<file path="src/hdl/idcf_pkg.sv">
`timescale 1ns / 1ps
`default_nettype none
// ----------------------------------------------------------------------------
// idcf_pkg
// Shared types and constants for the incremental difference cosine fit block.
// ----------------------------------------------------------------------------
package idcf_pkg;

    // Item kinds.
    localparam logic [2:0] KIND_LOAD    = 3'd0;
    localparam logic [2:0] KIND_THREE   = 3'd1;
    localparam logic [2:0] KIND_ONE     = 3'd2;
    localparam logic [2:0] KIND_PAIR    = 3'd3;
    localparam logic [2:0] KIND_RESTART = 3'd4;

    // Result status codes.
    localparam logic [1:0] STAT_OK       = 2'd0;
    localparam logic [1:0] STAT_ZERO_DEN = 2'd1;
    localparam logic [1:0] STAT_RANGE    = 2'd2;

    // Reset value of the point count register.
    localparam logic [8:0] POINTS_RESET = 9'd256;

    typedef struct packed {
        logic [2:0]         kind;
        logic [7:0]         target_index;
        logic signed [31:0] target_value;
        logic signed [31:0] point_a;
        logic signed [31:0] point_b;
        logic signed [31:0] point_c;
        logic               commit;
    } in_item_t;

    typedef struct packed {
        logic signed [31:0] score;
        logic [1:0]         status;
    } out_item_t;

    // What the decoded item needs from the sequencer.
    typedef enum logic [1:0] {
        CLS_NONE,
        CLS_WRITE,
        CLS_SCORE,
        CLS_RESTART
    } item_cls_t;

    // Operation carried by the shared multiplier.
    typedef enum logic [2:0] {
        MOP_NONE,
        MOP_DT,
        MOP_DD,
        MOP_TT,
        MOP_W0,
        MOP_W1,
        MOP_W2,
        MOP_W3
    } mul_op_t;

    typedef enum logic [3:0] {
        CS_IDLE,
        CS_CFG,
        CS_DECODE,
        CS_FETCH,
        CS_MUL_DT,
        CS_MUL_DD,
        CS_MUL_TT,
        CS_DRAIN,
        CS_WIDE,
        CS_WIDE_DRAIN,
        CS_ROOT_GO,
        CS_ROOT_WAIT,
        CS_FINISH
    } ctrl_state_t;

    typedef enum logic [2:0] {
        RD_IDLE,
        RD_SQRT,
        RD_CHECK,
        RD_DIV,
        RD_DONE
    } rd_state_t;

    // Commands from the controller to the datapath.
    typedef struct packed {
        logic    accept;
        logic    prep_restart;
        logic    mem_we;
        logic    fetch;
        logic    term_sel;
        mul_op_t mul_op;
        logic    root_start;
        logic    finish;
        logic    emit;
    } ctrl_cmd_t;

    // Status from the datapath to the controller.
    typedef struct packed {
        item_cls_t cls;
        logic      two_terms;
        logic      root_done;
    } dp_status_t;

endpackage

`default_nettype wire

</file>
<file path="src/hdl/idcf_ctrl.sv">
`timescale 1ns / 1ps
`default_nettype none
// ----------------------------------------------------------------------------
// idcf_ctrl
// Sequencer: accepts items and configuration restarts, steps the datapath
// through table reads, products, root and divide, and owns the result valid.
// ----------------------------------------------------------------------------
module idcf_ctrl (
    input  wire logic                 clk,
    input  wire logic                 rst_n,
    input  wire logic                 in_valid,
    output logic                      in_stall,
    output logic                      out_valid,
    input  wire logic                 out_stall,
    input  wire logic                 cfg_we,
    input  wire idcf_pkg::dp_status_t status,
    output idcf_pkg::ctrl_cmd_t       cmd
);

    idcf_pkg::ctrl_state_t state_reg, state_next;
    logic       term_reg, term_next;
    logic [1:0] wide_reg, wide_next;
    logic       cfg_reg, cfg_next;
    logic       out_valid_reg, out_valid_next;
    logic       slot_free;

    assign slot_free = !out_valid_reg || !out_stall;

    // Control registers.
    always_ff @(posedge clk or negedge rst_n)
    begin
        if (!rst_n)
        begin
            state_reg     <= idcf_pkg::CS_IDLE;
            term_reg      <= 1'b0;
            wide_reg      <= '0;
            cfg_reg       <= 1'b0;
            out_valid_reg <= 1'b0;
        end
        else
        begin
            state_reg     <= state_next;
            term_reg      <= term_next;
            wide_reg      <= wide_next;
            cfg_reg       <= cfg_next;
            out_valid_reg <= out_valid_next;
        end
    end

    // Next state and datapath commands.
    always_comb
    begin
        state_next       = state_reg;
        term_next        = term_reg;
        wide_next        = wide_reg;
        cfg_next         = cfg_reg;
        cmd.accept       = 1'b0;
        cmd.prep_restart = 1'b0;
        cmd.mem_we       = 1'b0;
        cmd.fetch        = 1'b0;
        cmd.term_sel     = term_reg;
        cmd.mul_op       = idcf_pkg::MOP_NONE;
        cmd.root_start   = 1'b0;
        cmd.finish       = 1'b0;
        cmd.emit         = 1'b0;
        case (state_reg)
            idcf_pkg::CS_IDLE:
            begin
                if (cfg_we)
                begin
                    cfg_next   = 1'b1;
                    state_next = idcf_pkg::CS_CFG;
                end
                else if (in_valid)
                begin
                    cmd.accept = 1'b1;
                    cfg_next   = 1'b0;
                    state_next = idcf_pkg::CS_DECODE;
                end
            end
            idcf_pkg::CS_CFG:
            begin
                cmd.prep_restart = 1'b1;
                state_next       = idcf_pkg::CS_DECODE;
            end
            idcf_pkg::CS_DECODE:
            begin
                term_next = 1'b0;
                wide_next = '0;
                case (status.cls)
                    idcf_pkg::CLS_WRITE:
                    begin
                        cmd.mem_we = 1'b1;
                        state_next = idcf_pkg::CS_FINISH;
                    end
                    idcf_pkg::CLS_SCORE,
                    idcf_pkg::CLS_RESTART:
                    begin
                        state_next = idcf_pkg::CS_FETCH;
                    end
                    default:
                    begin
                        state_next = idcf_pkg::CS_FINISH;
                    end
                endcase
            end
            idcf_pkg::CS_FETCH:
            begin
                cmd.fetch  = 1'b1;
                state_next = idcf_pkg::CS_MUL_DT;
            end
            idcf_pkg::CS_MUL_DT:
            begin
                cmd.mul_op = idcf_pkg::MOP_DT;
                state_next = idcf_pkg::CS_MUL_DD;
            end
            idcf_pkg::CS_MUL_DD:
            begin
                cmd.mul_op = idcf_pkg::MOP_DD;
                state_next = idcf_pkg::CS_MUL_TT;
            end
            idcf_pkg::CS_MUL_TT:
            begin
                cmd.mul_op = idcf_pkg::MOP_TT;
                if (!term_reg && status.two_terms)
                begin
                    term_next  = 1'b1;
                    state_next = idcf_pkg::CS_FETCH;
                end
                else
                begin
                    state_next = idcf_pkg::CS_DRAIN;
                end
            end
            idcf_pkg::CS_DRAIN:
            begin
                if (status.cls == idcf_pkg::CLS_RESTART)
                begin
                    state_next = idcf_pkg::CS_FINISH;
                end
                else
                begin
                    state_next = idcf_pkg::CS_WIDE;
                end
            end
            idcf_pkg::CS_WIDE:
            begin
                case (wide_reg)
                    2'd0:    cmd.mul_op = idcf_pkg::MOP_W0;
                    2'd1:    cmd.mul_op = idcf_pkg::MOP_W1;
                    2'd2:    cmd.mul_op = idcf_pkg::MOP_W2;
                    default: cmd.mul_op = idcf_pkg::MOP_W3;
                endcase
                wide_next = wide_reg + 2'd1;
                if (wide_reg == 2'd3)
                begin
                    state_next = idcf_pkg::CS_WIDE_DRAIN;
                end
            end
            idcf_pkg::CS_WIDE_DRAIN:
            begin
                state_next = idcf_pkg::CS_ROOT_GO;
            end
            idcf_pkg::CS_ROOT_GO:
            begin
                cmd.root_start = 1'b1;
                state_next     = idcf_pkg::CS_ROOT_WAIT;
            end
            idcf_pkg::CS_ROOT_WAIT:
            begin
                if (status.root_done)
                begin
                    state_next = idcf_pkg::CS_FINISH;
                end
            end
            idcf_pkg::CS_FINISH:
            begin
                // A restart after a configuration write gives no result.
                if (cfg_reg || slot_free)
                begin
                    cmd.finish = 1'b1;
                    cmd.emit   = !cfg_reg;
                    state_next = idcf_pkg::CS_IDLE;
                end
            end
            default:
            begin
                state_next = idcf_pkg::CS_IDLE;
            end
        endcase
    end

    // Result valid: set on a new result, cleared by its transfer.
    assign out_valid_next = cmd.emit ? 1'b1 : (out_valid_reg && out_stall);

    assign out_valid = out_valid_reg;
    assign in_stall  = (state_reg != idcf_pkg::CS_IDLE) || cfg_we;

endmodule

`default_nettype wire

</file>
<file path="config.mk">
export PLATFORM = sky130hd
export DESIGN_NAME = idcf_ctrl
export DESIGN_NICKNAME = d
export VERILOG_FILES = /design/src/hdl/idcf_pkg.sv /design/src/hdl/idcf_ctrl.sv
export SDC_FILE = /design/constraint.sdc
export NUM_CORES = 1
export LEC_CHECK = 0
export ABC_CLOCK_PERIOD_IN_PS = 1900
export BUFFER_PORTS_ARGS = -buffer_cell sky130_fd_sc_hd__clkbuf_2
export CORE_MARGIN = 1
export CORE_UTILIZATION = 50
export CTS_BUF_LIST = sky130_fd_sc_hd__clkbuf_4
export DETAILED_ROUTE_END_ITERATION = 10
export MAX_ROUTING_LAYER = met4
export PLACE_DENSITY = 0.77
export SLEW_MARGIN = 20
export SYNTH_ARGS = -nofsm -noshare
export SYNTH_HDL_FRONTEND = slang
export SYNTH_SLANG_ARGS = --single-unit
</file>
<file path="constraint.sdc">
create_clock -name clk -period 1.9 [get_ports clk]
set_input_delay 0.19 -clock clk [delete_from_list [all_inputs] [get_ports clk]]
set_output_delay 0.19 -clock clk [all_outputs]
set_load 0.02 [all_outputs]
</file>
### After elaboration in Yosys (flattened, before gate mapping)

Index checks and enable logic that the tools add are counted.

* input port bits: 9
* output and inout port bits: 13
* register bits: 9

* add/sub/neg operators: 1
* reduce and logical (&&, ||, !) cells: 19
* equality and inequality tests: 23
* mux-type cells: 27

Operator list (number)
* 4-bit case mux with 13 select lines: 1
* 4-bit two-way mux: 6
* 4-bit == test, second input constant: 5
* 4-bit by 3-bit == test with 1-bit output, second input constant: 4
* 1-bit two-way mux: 12
* 3-bit case mux with 4 select lines: 1
* 2-bit == test, second input constant: 4
* 4-bit by 2-bit == test with 1-bit output, second input constant: 2
* 2-bit != test, second input constant: 4
* 3-bit two-way mux: 2
* 2-bit case mux with 3 select lines: 1
* 2-bit nonzero test: 3
* 2-bit by 1-bit == test with 1-bit output, second input constant: 2
* 4-bit by 1-bit == test with 1-bit output, second input constant: 1
* 1-bit zero test: 4
* 4-bit zero test: 1
* 2-bit two-way mux: 2
* 2-bit case mux with 2 select lines: 1
* 2-bit AND reduction: 2
* 4-bit AND reduction: 1
* 4-bit nonzero test: 1
* 1-bit logical OR: 3
* 3-bit != test, second input constant: 1
* 2-bit by 1-bit adder with 2-bit output, second input constant: 1
* 4 further kinds: 5

### Longest topological paths before layout

Gate-level depths: netlist of the first run.

* depth after elaboration: 6
* mapped depth: 6

### Least setup slack after synthesis of the first run

OpenSTA, ideal clock, no wires.

* path type: reg-to-output
* from: register state_reg[1]
* to: output cmd[0] in the netlist's numbering
* required time: 1.710 ns
* data arrival time: 1.469 ns
* setup slack: 0.241 ns
* stages on the path, launching flop included: 5
* cell sequence: dfrtp_1 > or2_0 > buf_2 > or3_4 > a21oi_1

RTL lines
* from (decl): RTL line idcf_ctrl.sv:20 `idcf_pkg::ctrl_state_t state_reg, state_next;`
* from (signal assigned): RTL line idcf_ctrl.sv:34 `state_reg <= idcf_pkg::CS_IDLE;`
* from (signal assigned): RTL line idcf_ctrl.sv:42 `state_reg <= state_next;`
* to (decl): RTL line idcf_ctrl.sv:17 `output idcf_pkg::ctrl_cmd_t cmd`

==> reports/summary.txt, run 1 <==
#FFs+latches synth - 9
Seq/Total Area, Yosys - 0.3169
Die ar. - 1576 um^2
Avg Cell Area, Syn - 7.481 um^2
Tightest Pin Transition - 0.2464 ns
Peak VDD IR - 876.7 uV
Post-route ant nets - 0
Dpl hpwl - 1.308 mm
I/O pins - 22
Leak Pwr - 0.4331 nW
Initial DRC Count - 28
Final setup vio count - 0
Pint - 795.9 uW
Synth Cell Area - 710.7 um^2
Sw Share - 0.4788
First-pass GRT wire length - 2.773 mm
Die Span X - 39.70 um
Clk_skew - 0.003470 ns
Core box area - 1318 um^2
Clk slew on worst S/H paths - 0.06 ns
Overflow after GRT - 0
Postcts setup bufs - 0
Warnings from Yosys - 0
Layout fillers - 125
CTS H-tree depth - 1
Clock Latency Late Sink - 0.27 ns
Share of cells above drive strength 1 - 0.3136
Worst slew margin - 0.8357
Netlist cell types - 31
Mapped Cells - 95
Combinational Power Share - 0.658
Main combinational cell family by area after synthesis - simple AND/OR/NAND/NOR gates
Die Ht - 39.70 um
Initial antenna violation count - 0
Clk root buf - clkbuf_4
Path category of the worst min-delay check - in -> reg
Pre-CTS setup slack - 0.3115 ns
Pre-antenna DRT Iters - 4
PwrDens - 1738 nW/um^2
Worst path arrival time - 1.60 ns
Drt wl/cell - 13.05 um
Seq pwr share - 0.232
Initial Util - 0.5394
Vias - 768
CP Max Fanout - 6
Vias in the first global route - 641
N_diodes - 0
Syn-to-layout area delta - 23.59%
CTS tree - done
XOR/XNOR Fraction of Synth Area - 0
Fin crit period - 1.792 ns
Clock buffer depth - 2
RSZ-0062 raised after global routing - no
Post-Synth Adder-Cell Area - 0.05282
Worst setup path class - reg -> out
Clk pwr share - 0.110
Port buffer count - 21
Fin. Hold Viols - 0
Final WL - 1.735 mm
Syn nets - 107
Max reg flops - 4
# rows - 13
Synth Area in Simple Gates - 0.2923
Final Wtd Congestion - 0.8816
Max-Cap Viols - 0
Clock sink count - 9
Final worst-path cycle share - 0.9430
Cts bufs inserted - 3
Setup TNS - 0 ns
Max-slew violations - 0
Fmax - 558.1 MHz
Largest net degree at the start of global routing - 16
Worst Setup Start Kind - flip-flop
Nets - 131
Status - finished, final reports clean
Synth Area in Compound Gates - 0.2465
Setup WS post-layout - 0.1083 ns
Mux contribution to synthesized area - 0.01585
CP required - 1.71 ns
Drc violations - 0
Vias per cell - 5.774
P_sw - 731.1 uW
Overall routing resource usage - 0.2811
CP endpoint kind - primary output
-- path summary, 6_finish.rpt --
| check | startpoint | to | slack [ns] | cells after the start |
|---|---|---|---|---|
| min in group asynchronous | rst_n | cfg_reg | 0.30 | 2 |
| hold reg to reg | term_reg | term_reg | 0.52 | 1 |
| setup / recovery | state_reg[0] | cmd[0] | 0.11 | 4 |
| setup reg to reg | state_reg[2] | state_reg[2] | 0.39 | 4 |
| max in group asynchronous | rst_n | state_reg[2] | 1.39 | 2 |
| hold / removal | cfg_we | cfg_reg | 0.21 | 2 |
-- placed cells by master, fill, tap and decap left out, types with 3 or more instances in the layout --
cell type and n:
inv_1 6, nor2_1 14, clkbuf_4 4, buf_4 4, dfrtp_1 9, clkbuf_2 20, o21ai_0 7, nor3_1 3
o21ai_1 3, nand2_1 13, nand2b_1 3, ha_1 3, a21oi_1 4
-- kinds of logic after synthesis --
| kind of cell | count (synthesis) |
|---|---|
| AOI/OAI and AO/OA | 26 |
| adders and majority gates | 3 |
| buffers and inverters | 13 |
| DFF | 9 |
| muxes | 1 |
| and+or+nand+nor | 43 |
-- synthesized netlist by cell type --
library cell  count  share of area
a21oi_1           4          0.028
a22o_1            2          0.025
a2bb2oi_1         1          0.012
a31oi_1           1         0.0088
buf_2             1         0.0070
buf_4             1          0.011
clkbuf_1          5          0.026
dfrtp_1           9           0.32
ha_1              3          0.053
inv_1             6          0.032
mux2_2            1          0.016
nand2_1          13          0.069
nand2b_1          3          0.026
nand3_1           1         0.0070
nor2_1           14          0.074
nor2b_1           2          0.018
nor3_1            3          0.021
nor3b_1           1          0.011
nor4_1            1         0.0088
o21ai_0           7          0.049
o21ai_1           3          0.021
o221a_2           2          0.032
o221ai_1          1          0.012
o22a_1            1          0.012
o22ai_1           2          0.018
o22ai_2           1          0.018
o31ai_1           1          0.011
or2_0             1         0.0088
or2_1             1         0.0088
or3_1             1         0.0088
or3_4             2          0.032
-- layer usage --
layer,track usage,part of all wire,vias up
li1,-,-,376
met1,0.3515,0.43,346
met2,0.4016,0.46,41
met3,0.06818,0.086,5
met4,0.1724,0.023,0
met5,-,0,-
-- power by group through the flow --
stage                     registers, mW  clock network [mW]  logic, mW
after CTS                         0.352               0.170      0.983
final                             0.354               0.169       1.00
after global routing              0.367               0.184       1.13
after floorplan                   0.359                   0      0.726
after detailed placement          0.355                   0      0.974
after global placement            0.348                   0      0.954
-- worst max-delay path: stages, from the launching register on --
cell and delay [ns]:
dfrtp_1 0.38, or2_4 0.28, or3_4 0.39, a21oi_1 0.12
buf_2 0.17
-- timing repair --
action | 4_1_cts | 5_1_grt
hold buffers | 1 | 0
resized for setup | 0 | 4
setup endpoints to repair | 0 | 2
endpoints found under the hold margin | 9 | 0
-- through the flow --
stage,area [um^2],power (mW),utilization,std cells,hold slack [ns]
2_1_floorplan,710.7,1.085,-,95,-0.1056
3_3_place_gp,833.3,1.302,0.6325,128,0.06443
3_5_place_dp,833.3,1.329,0.6325,128,0.06572
4_1_cts,873.3,1.505,0.6629,133,0.2109
5_1_grt,878.3,1.680,0.6667,133,0.2172
6_report,878.3,1.527,0.6667,133,0.2069
-- cell type report --
class / instances / area [um^2] / area share
clock buffers: 4 / 30.03 / 0.03419
well taps: 15 / 18.77 / 0.02137
inverters: 6 / 22.52 / 0.02564
repair buffers: 26 / 145.1 / 0.1652
flip-flops and latches: 9 / 225.2 / 0.2564
multi-input cells: 73 / 436.7 / 0.4972
Power figures use the tool's default switching activity.
==> run 2: changes to the inputs <==
--- a/config.mk
+++ b/config.mk
@@ -13,7 +13,6 @@
 export DETAILED_ROUTE_END_ITERATION = 10
 export MAX_ROUTING_LAYER = met4
 export PLACE_DENSITY = 0.77
-export SLEW_MARGIN = 20
 export SYNTH_ARGS = -nofsm -noshare
 export SYNTH_HDL_FRONTEND = slang
 export SYNTH_SLANG_ARGS = --single-unit
==> constraint.sdc (replaced) <==
create_clock -name clk -period 1.9 [get_ports clk]
set_input_delay 0.285 -clock clk [delete_from_list [all_inputs] [get_ports clk]]
set_output_delay 0.285 -clock clk [all_outputs]
set_load 0.02 [all_outputs]
==> run 2 against run 1 <==
Core utilization up 1.9 points. Register-to-register slack about the same. Sequential cell count unchanged. Largest power group unchanged. Critical path depth unchanged. Highest routed layer unchanged. Design area up 2.8%. Hold slack better by 0.11 ns. Sequential power up 3%.
==> reports/summary.txt, run 2 (synthesis gave the netlist of run 1 again) <==
Status - finished, final reports clean
Die Span X - 39.70 um (unchanged)
Clock sink count - 9 (unchanged)
RSZ-0062 raised after global routing - yes
Cell Count, Final, Fillers Out - 134 (+0.75%)
I/O pins - 22 (unchanged)
Clk root buf - clkbuf_4
Overflow after GRT - 0 (unchanged)
Syn-to-layout area delta - 27.11%
CP required - 1.62 ns (-0.09 ns)
Fmax - 543.4 MHz (-2.6%)
Clock buffer depth - 2 (unchanged)
Peak VDD IR - 796.2 uV (-9.2%)
Initial antenna violation count - 0 (unchanged)
Clk_skew - 0.008202 ns (+0.004731 ns)
Drt wl/cell - 12.87 um (-1.4%)
Post-route ant nets - 0 (unchanged)
Path category of the worst min-delay check - in -> reg
Clk slew on worst S/H paths - 0.07 ns (about the same)
CTS H-tree depth - 1 (unchanged)
Max-Cap Viols - 0 (unchanged)
Final Wtd Congestion - 0.8530 (-3.2%)
Total power - 1.553 mW (+1.7%)
Final WL - 1.724 mm (-0.63%)
Pre-antenna DRT Iters - 4 (unchanged)
Largest net degree at the start of global routing - 16 (unchanged)
N_diodes - 0 (unchanged)
CP Max Fanout - 6 (unchanged)
CP endpoint kind - primary output
Final setup vio count - 0 (unchanged)
Share of cells above drive strength 1 - 0.3361 (+0.02258)
Worst path arrival time - 1.56 ns (-0.04 ns)
Tightest Pin Transition - 0.2549 ns (+0.008466 ns)
Overall routing resource usage - 0.2488 (-0.03227)
Initial DRC Count - 18 (-36%)
Die ar. - 1576 um^2 (unchanged)
Core box area - 1318 um^2 (unchanged)
Final worst-path cycle share - 0.9686 (+0.02564)
# rows - 13 (unchanged)
Port buffer count - 21 (unchanged)
Leak Pwr - 0.4382 nW (+1.2%)
Fin crit period - 1.840 ns (+0.04872 ns)
PwrDens - 1719 nW/um^2 (-1.1%)
Cell count after placement - 129 (+0.78%)
Nets - 132 (+0.76%)
Cts bufs inserted - 3 (unchanged)
Max reg flops - 4 (unchanged)
Initial Util - 0.5394 (unchanged)
Clock Latency Late Sink - 0.26 ns (about the same)
Vias - 752 (-2.1%)
Max-slew violations - 0 (unchanged)
Commonest non-fill, non-tap cell in the layout - clkbuf_2
Vias in the first global route - 595 (-7.2%)
Die Ht - 39.70 um (unchanged)
Layout fillers - 118 (-5.6%)
Worst setup path class - reg -> out
Most frequent cells in the layout - 19 x clkbuf_2, 13 x nor2_1, 13 x nand2_1
Worst slew margin - 0.8301 (-0.005644)
Vias per cell - 5.612 (-2.8%)
Fin. Hold Viols - 0 (unchanged)
First-pass GRT wire length - 2.566 mm (-7.5%)
CTS tree - done
Worst Setup Start Kind - flip-flop
Drc violations - 0 (unchanged)
Dpl hpwl - 1.255 mm (-4.0%)
## run 2: worst paths after layout
| path | startpoint | to | slack (ns) | cells past startpoint |
|---|---|---|---|---|
| worst max register to register | state_reg[0] | state_reg[2] | 0.39 | 4 |
| worst max-delay path | state_reg[0] | cmd[0] | 0.06 | 4 |
| max in group asynchronous | rst_n | state_reg[2] | 1.27 | 2 |
| worst min register to register | term_reg | term_reg | 0.53 | 1 |
| worst min-delay path | status[0] | state_reg[1] | 0.32 | 3 |
| min in group asynchronous | rst_n | cfg_reg | 0.42 | 2 |
## run 2: layer usage
metal / track usage / share of wire / wire length [um] / up-vias
met2: 0.3811 / 0.47 / 810 / 34
met4: 0.06897 / 0.0058 / 10 / 0
met3: 0.04545 / 0.077 / 132 / 2
met5: - / 0 / 0 / -
met1: 0.3322 / 0.45 / 770 / 342
li1: - / - / - / 374
## run 2: repair_timing
action | in CTS | in global routing
hold buffers | 1 | 0
buffers inserted | 0 | 0
hold endpoints to repair | 9 | 0
cloned | 0 | 0
gates resized for setup | 3 | 7
setup endpoints to repair | 2 | 3
## run 2: cell type report
type | count | area [um^2] | share of cell area
Clock buffer | 4 | 30.03 | 0.03324
Sequential cell | 9 | 225.2 | 0.2493
Multi-Input combinational cell | 73 | 445.4 | 0.4931
Timing Repair Buffer | 27 | 161.4 | 0.1787
Inverter | 6 | 22.52 | 0.02493
Tap cell | 15 | 18.77 | 0.02078
## run 2: through the flow
stage	setup WS [ns]	hold WS (ns)	TNS [ns]	area [um^2]	utilization
2_1_floorplan	0.1459	-0.01059	0	710.7	-
3_3_place_gp	0.2477	0.1615	0	840.8	0.6382
3_5_place_dp	0.2364	0.1599	0	840.8	0.6382
4_1_cts	0.01935	0.3170	0	885.9	0.6724
5_1_grt	-0.01891	0.3264	-0.02716	903.4	0.6857
6_report	0.05963	0.3193	0	903.4	0.6857
## run 2: worst max-delay path, stage by stage (launching register included)
cell and delay [ns]:
dfrtp_1 0.38, or2_4 0.28, or3_4 0.39, a21oi_2 0.13, buf_6 0.13
## run 2: power breakdown
part	internal [mW]	switching [mW]	total [mW]
sequential	0.282	0.0825	0.364
combinational	0.431	0.595	1.03
clock	0.0951	0.0682	0.163
total	0.808	0.745	1.55
==> run 3: changes to the inputs <==
==> constraint.sdc (replaced) <==
create_clock -name clk -period 1.9 [get_ports clk]
set_input_delay 0.38 -clock clk [delete_from_list [all_inputs] [get_ports clk]]
set_output_delay 0.38 -clock clk [all_outputs]
set_load 0.02 [all_outputs]
==> run 3 against run 2 <==
The flow now finishes with violations (setup timing). Largest power group unchanged. Final cell count is 2.2% higher. Highest routed layer unchanged. Sequential share of layout area shrank 1.8 points. Clock skew is essentially flat. Design area grew 7.6%. Non-clock buffer count is 3 higher. Wire length up 6.7%. Global-route usage up 2.3 points. Critical path type unchanged.
==> reports/summary.txt, run 3 (synthesis gave the netlist of run 1 again) <==
Drc violations - 0 (unchanged)
Cell Count, Final, Fillers Out - 137 (+2.2%)
Crit path cell chain - or2_4, or3_4, a21oi_2, clkbuf_8
Share of cells above drive strength 1 - 0.4180 (+0.08190)
Max-Cap Viols - 0 (unchanged)
Post-route ant nets - 0 (unchanged)
First-pass GRT wire length - 2.753 mm (+7.3%)
Worst path arrival time - 1.53 ns (-0.03 ns)
Hold Path End - out_valid
Peak VDD IR - 926.5 uV (+16%)
Critical path's largest stage delay - 0.38 ns (about the same)
Setup WS post-layout - -0.007713 ns (-0.06734 ns)
Cell Area, Placed - 840.8 um^2 (unchanged)
Worst Setup Start Kind - flip-flop
PwrDens - 1712 nW/um^2 (-0.41%)
Storage element area - 225.2 um^2 (unchanged)
CTS H-tree depth - 1 (unchanged)
CTS tree - done
Vias per cell - 5.635 (+0.41%)
CP required - 1.52 ns (-0.10 ns)
Initial antenna violation count - 0 (unchanged)
Vias in the first global route - 643 (+8.1%)
Clk_skew - 0.008481 ns (+0.0002793 ns)
Core box area - 1318 um^2 (unchanged)
Commonest non-fill, non-tap cell in the layout - clkbuf_2
Top delay family on crit path - simple AND/OR/NAND/NOR gates
Failing checks - setup timing
Setup TNS - -0.009820 ns (-0.009820 ns)
Total power - 1.665 mW (+7.2%)
Initial DRC Count - 16 (-2)
Syn-to-layout area delta - 36.80%
Worst setup path class - reg -> out
Die Span X - 39.70 um (unchanged)
CP Max Fanout - 4 (-2)
Largest net degree at the start of global routing - 16 (unchanged)
Tightest Pin Transition - 0.2648 ns (+0.009926 ns)
N_diodes - 0 (unchanged)
Area occupied by multi-input gates - 474.2 um^2 (+6.5%)
Clock Latency Late Sink - 0.27 ns (about the same)
Leak Pwr - 0.4580 nW (+4.5%)
Overflow after GRT - 0 (unchanged)
I/O pins - 22 (unchanged)
# rows - 13 (unchanged)
Clock buffer depth - 2 (unchanged)
Overall routing resource usage - 0.2723 (+0.02350)
Final setup vio count - 2 (+2)
Path category of the worst min-delay check - in -> reg
Status - finished with violations
Pre-antenna DRT Iters - 5 (+1)
Vias - 772 (+2.7%)
Hold_ws - 0.4093 ns (+0.09004 ns)
Cell count after placement - 129 (unchanged)
Worst Path Buf+Inv - 1 (unchanged)
Port buffer count - 21 (unchanged)
CP endpoint kind - primary output
R2R cell count - 5 (+1)
Cts bufs inserted - 3 (unchanged)
Max-slew violations - 0 (unchanged)
Flop-to-flop setup slack - 0.26 ns (-0.13 ns)
Most frequent cells in the layout - 15 x clkbuf_2, 13 x nand2_1, 12 x nor2_1
Clk root buf - clkbuf_4
Fin crit period - 1.908 ns (+0.06734 ns)
Clock sink count - 9 (unchanged)
Layout fillers - 106 (-10%)
Fmax - 524.2 MHz (-3.5%)
Nets - 135 (+2.3%)
Die Ht - 39.70 um (unchanged)
Final Wtd Congestion - 0.8644 (+1.3%)
RR Endpoint - state_reg[2]
Final worst-path cycle share - 1.004 (+0.03544)
Worst r2r src - state_reg[1]
Final instance area - 972.2 um^2 (+7.6%)
Fin. Hold Viols - 0 (unchanged)
RSZ-0062 raised after global routing - yes
Hold Crit Depth - 3 (unchanged)
Max reg flops - 4 (unchanged)
Drt wl/cell - 13.42 um (+4.3%)
Critical-path top delay cell - dfrtp_1
Worst slew margin - 0.8235 (-0.006618)
Min-delay src - out_stall
Clk slew on worst S/H paths - 0.07 ns (about the same)
Dpl hpwl - 1.278 mm (+1.8%)
Final WL - 1.839 mm (+6.7%)
Die ar. - 1576 um^2 (unchanged)
Initial Util - 0.5394 (unchanged)
==> run 3: timing repair <==
action | in CTS | in global routing
hold endpoints to repair | 9 | 0
buffers inserted | 3 | 1
pin swaps | 2 | 3
resized for setup | 9 | 18
hold buffers | 1 | 0
endpoints found under the setup margin | 4 | 5
cloned | 0 | 0
==> run 3: worst max-delay path by stage <==
stage                 start  slack, ns  cells after the start      end
3_5_place_dp   state_reg[0]       0.13                      4   cmd[0]
6_report       state_reg[1]     -0.008                      4   cmd[0]
4_1_cts        state_reg[1]      -0.02                      4  cmd[10]
3_3_place_gp   state_reg[0]       0.15                      4   cmd[0]
2_1_floorplan  state_reg[1]       0.05                      4   cmd[0]
5_1_grt        state_reg[1]      -0.07                      4   cmd[0]
==> run 3: per-layer routing <==
metal	routed length (um)	GRT usage	vias up
met5	0	-	-
met4	23	0.1293	0
met3	91	0.05114	5
met2	899	0.4344	32
met1	825	0.3265	352
li1	-	-	383
==> run 3: cell type report <==
cell class                      instances  share of cell area
Sequential cell                         9              0.2317
Clock buffer                            4             0.03089
Inverter                                6             0.02317
Tap cell                               15             0.01931
Timing Repair Buffer                   30              0.2072
Multi-Input combinational cell         73              0.4878
==> run 3: metrics by stage <==
stage	worst slack (ns)	util
2_1_floorplan	0.05093	-
3_3_place_gp	0.1513	0.6382
3_5_place_dp	0.1301	0.6382
4_1_cts	-0.02131	0.7066
5_1_grt	-0.06675	0.7379
6_report	-0.007713	0.7379
==> run 3: power breakdown <==
group / switching [mW] / leakage, nW / internal, mW
clock network: 0.0778 / 0.0184 / 0.0956
registers: 0.0848 / 0.113 / 0.282
logic: 0.625 / 0.327 / 0.500
total: 0.787 / 0.458 / 0.877
==> run 3: worst min-delay path, stage by stage <==
cell      delay, ns
clkbuf_2       0.10
nand2_1        0.10
nand2_1        0.08
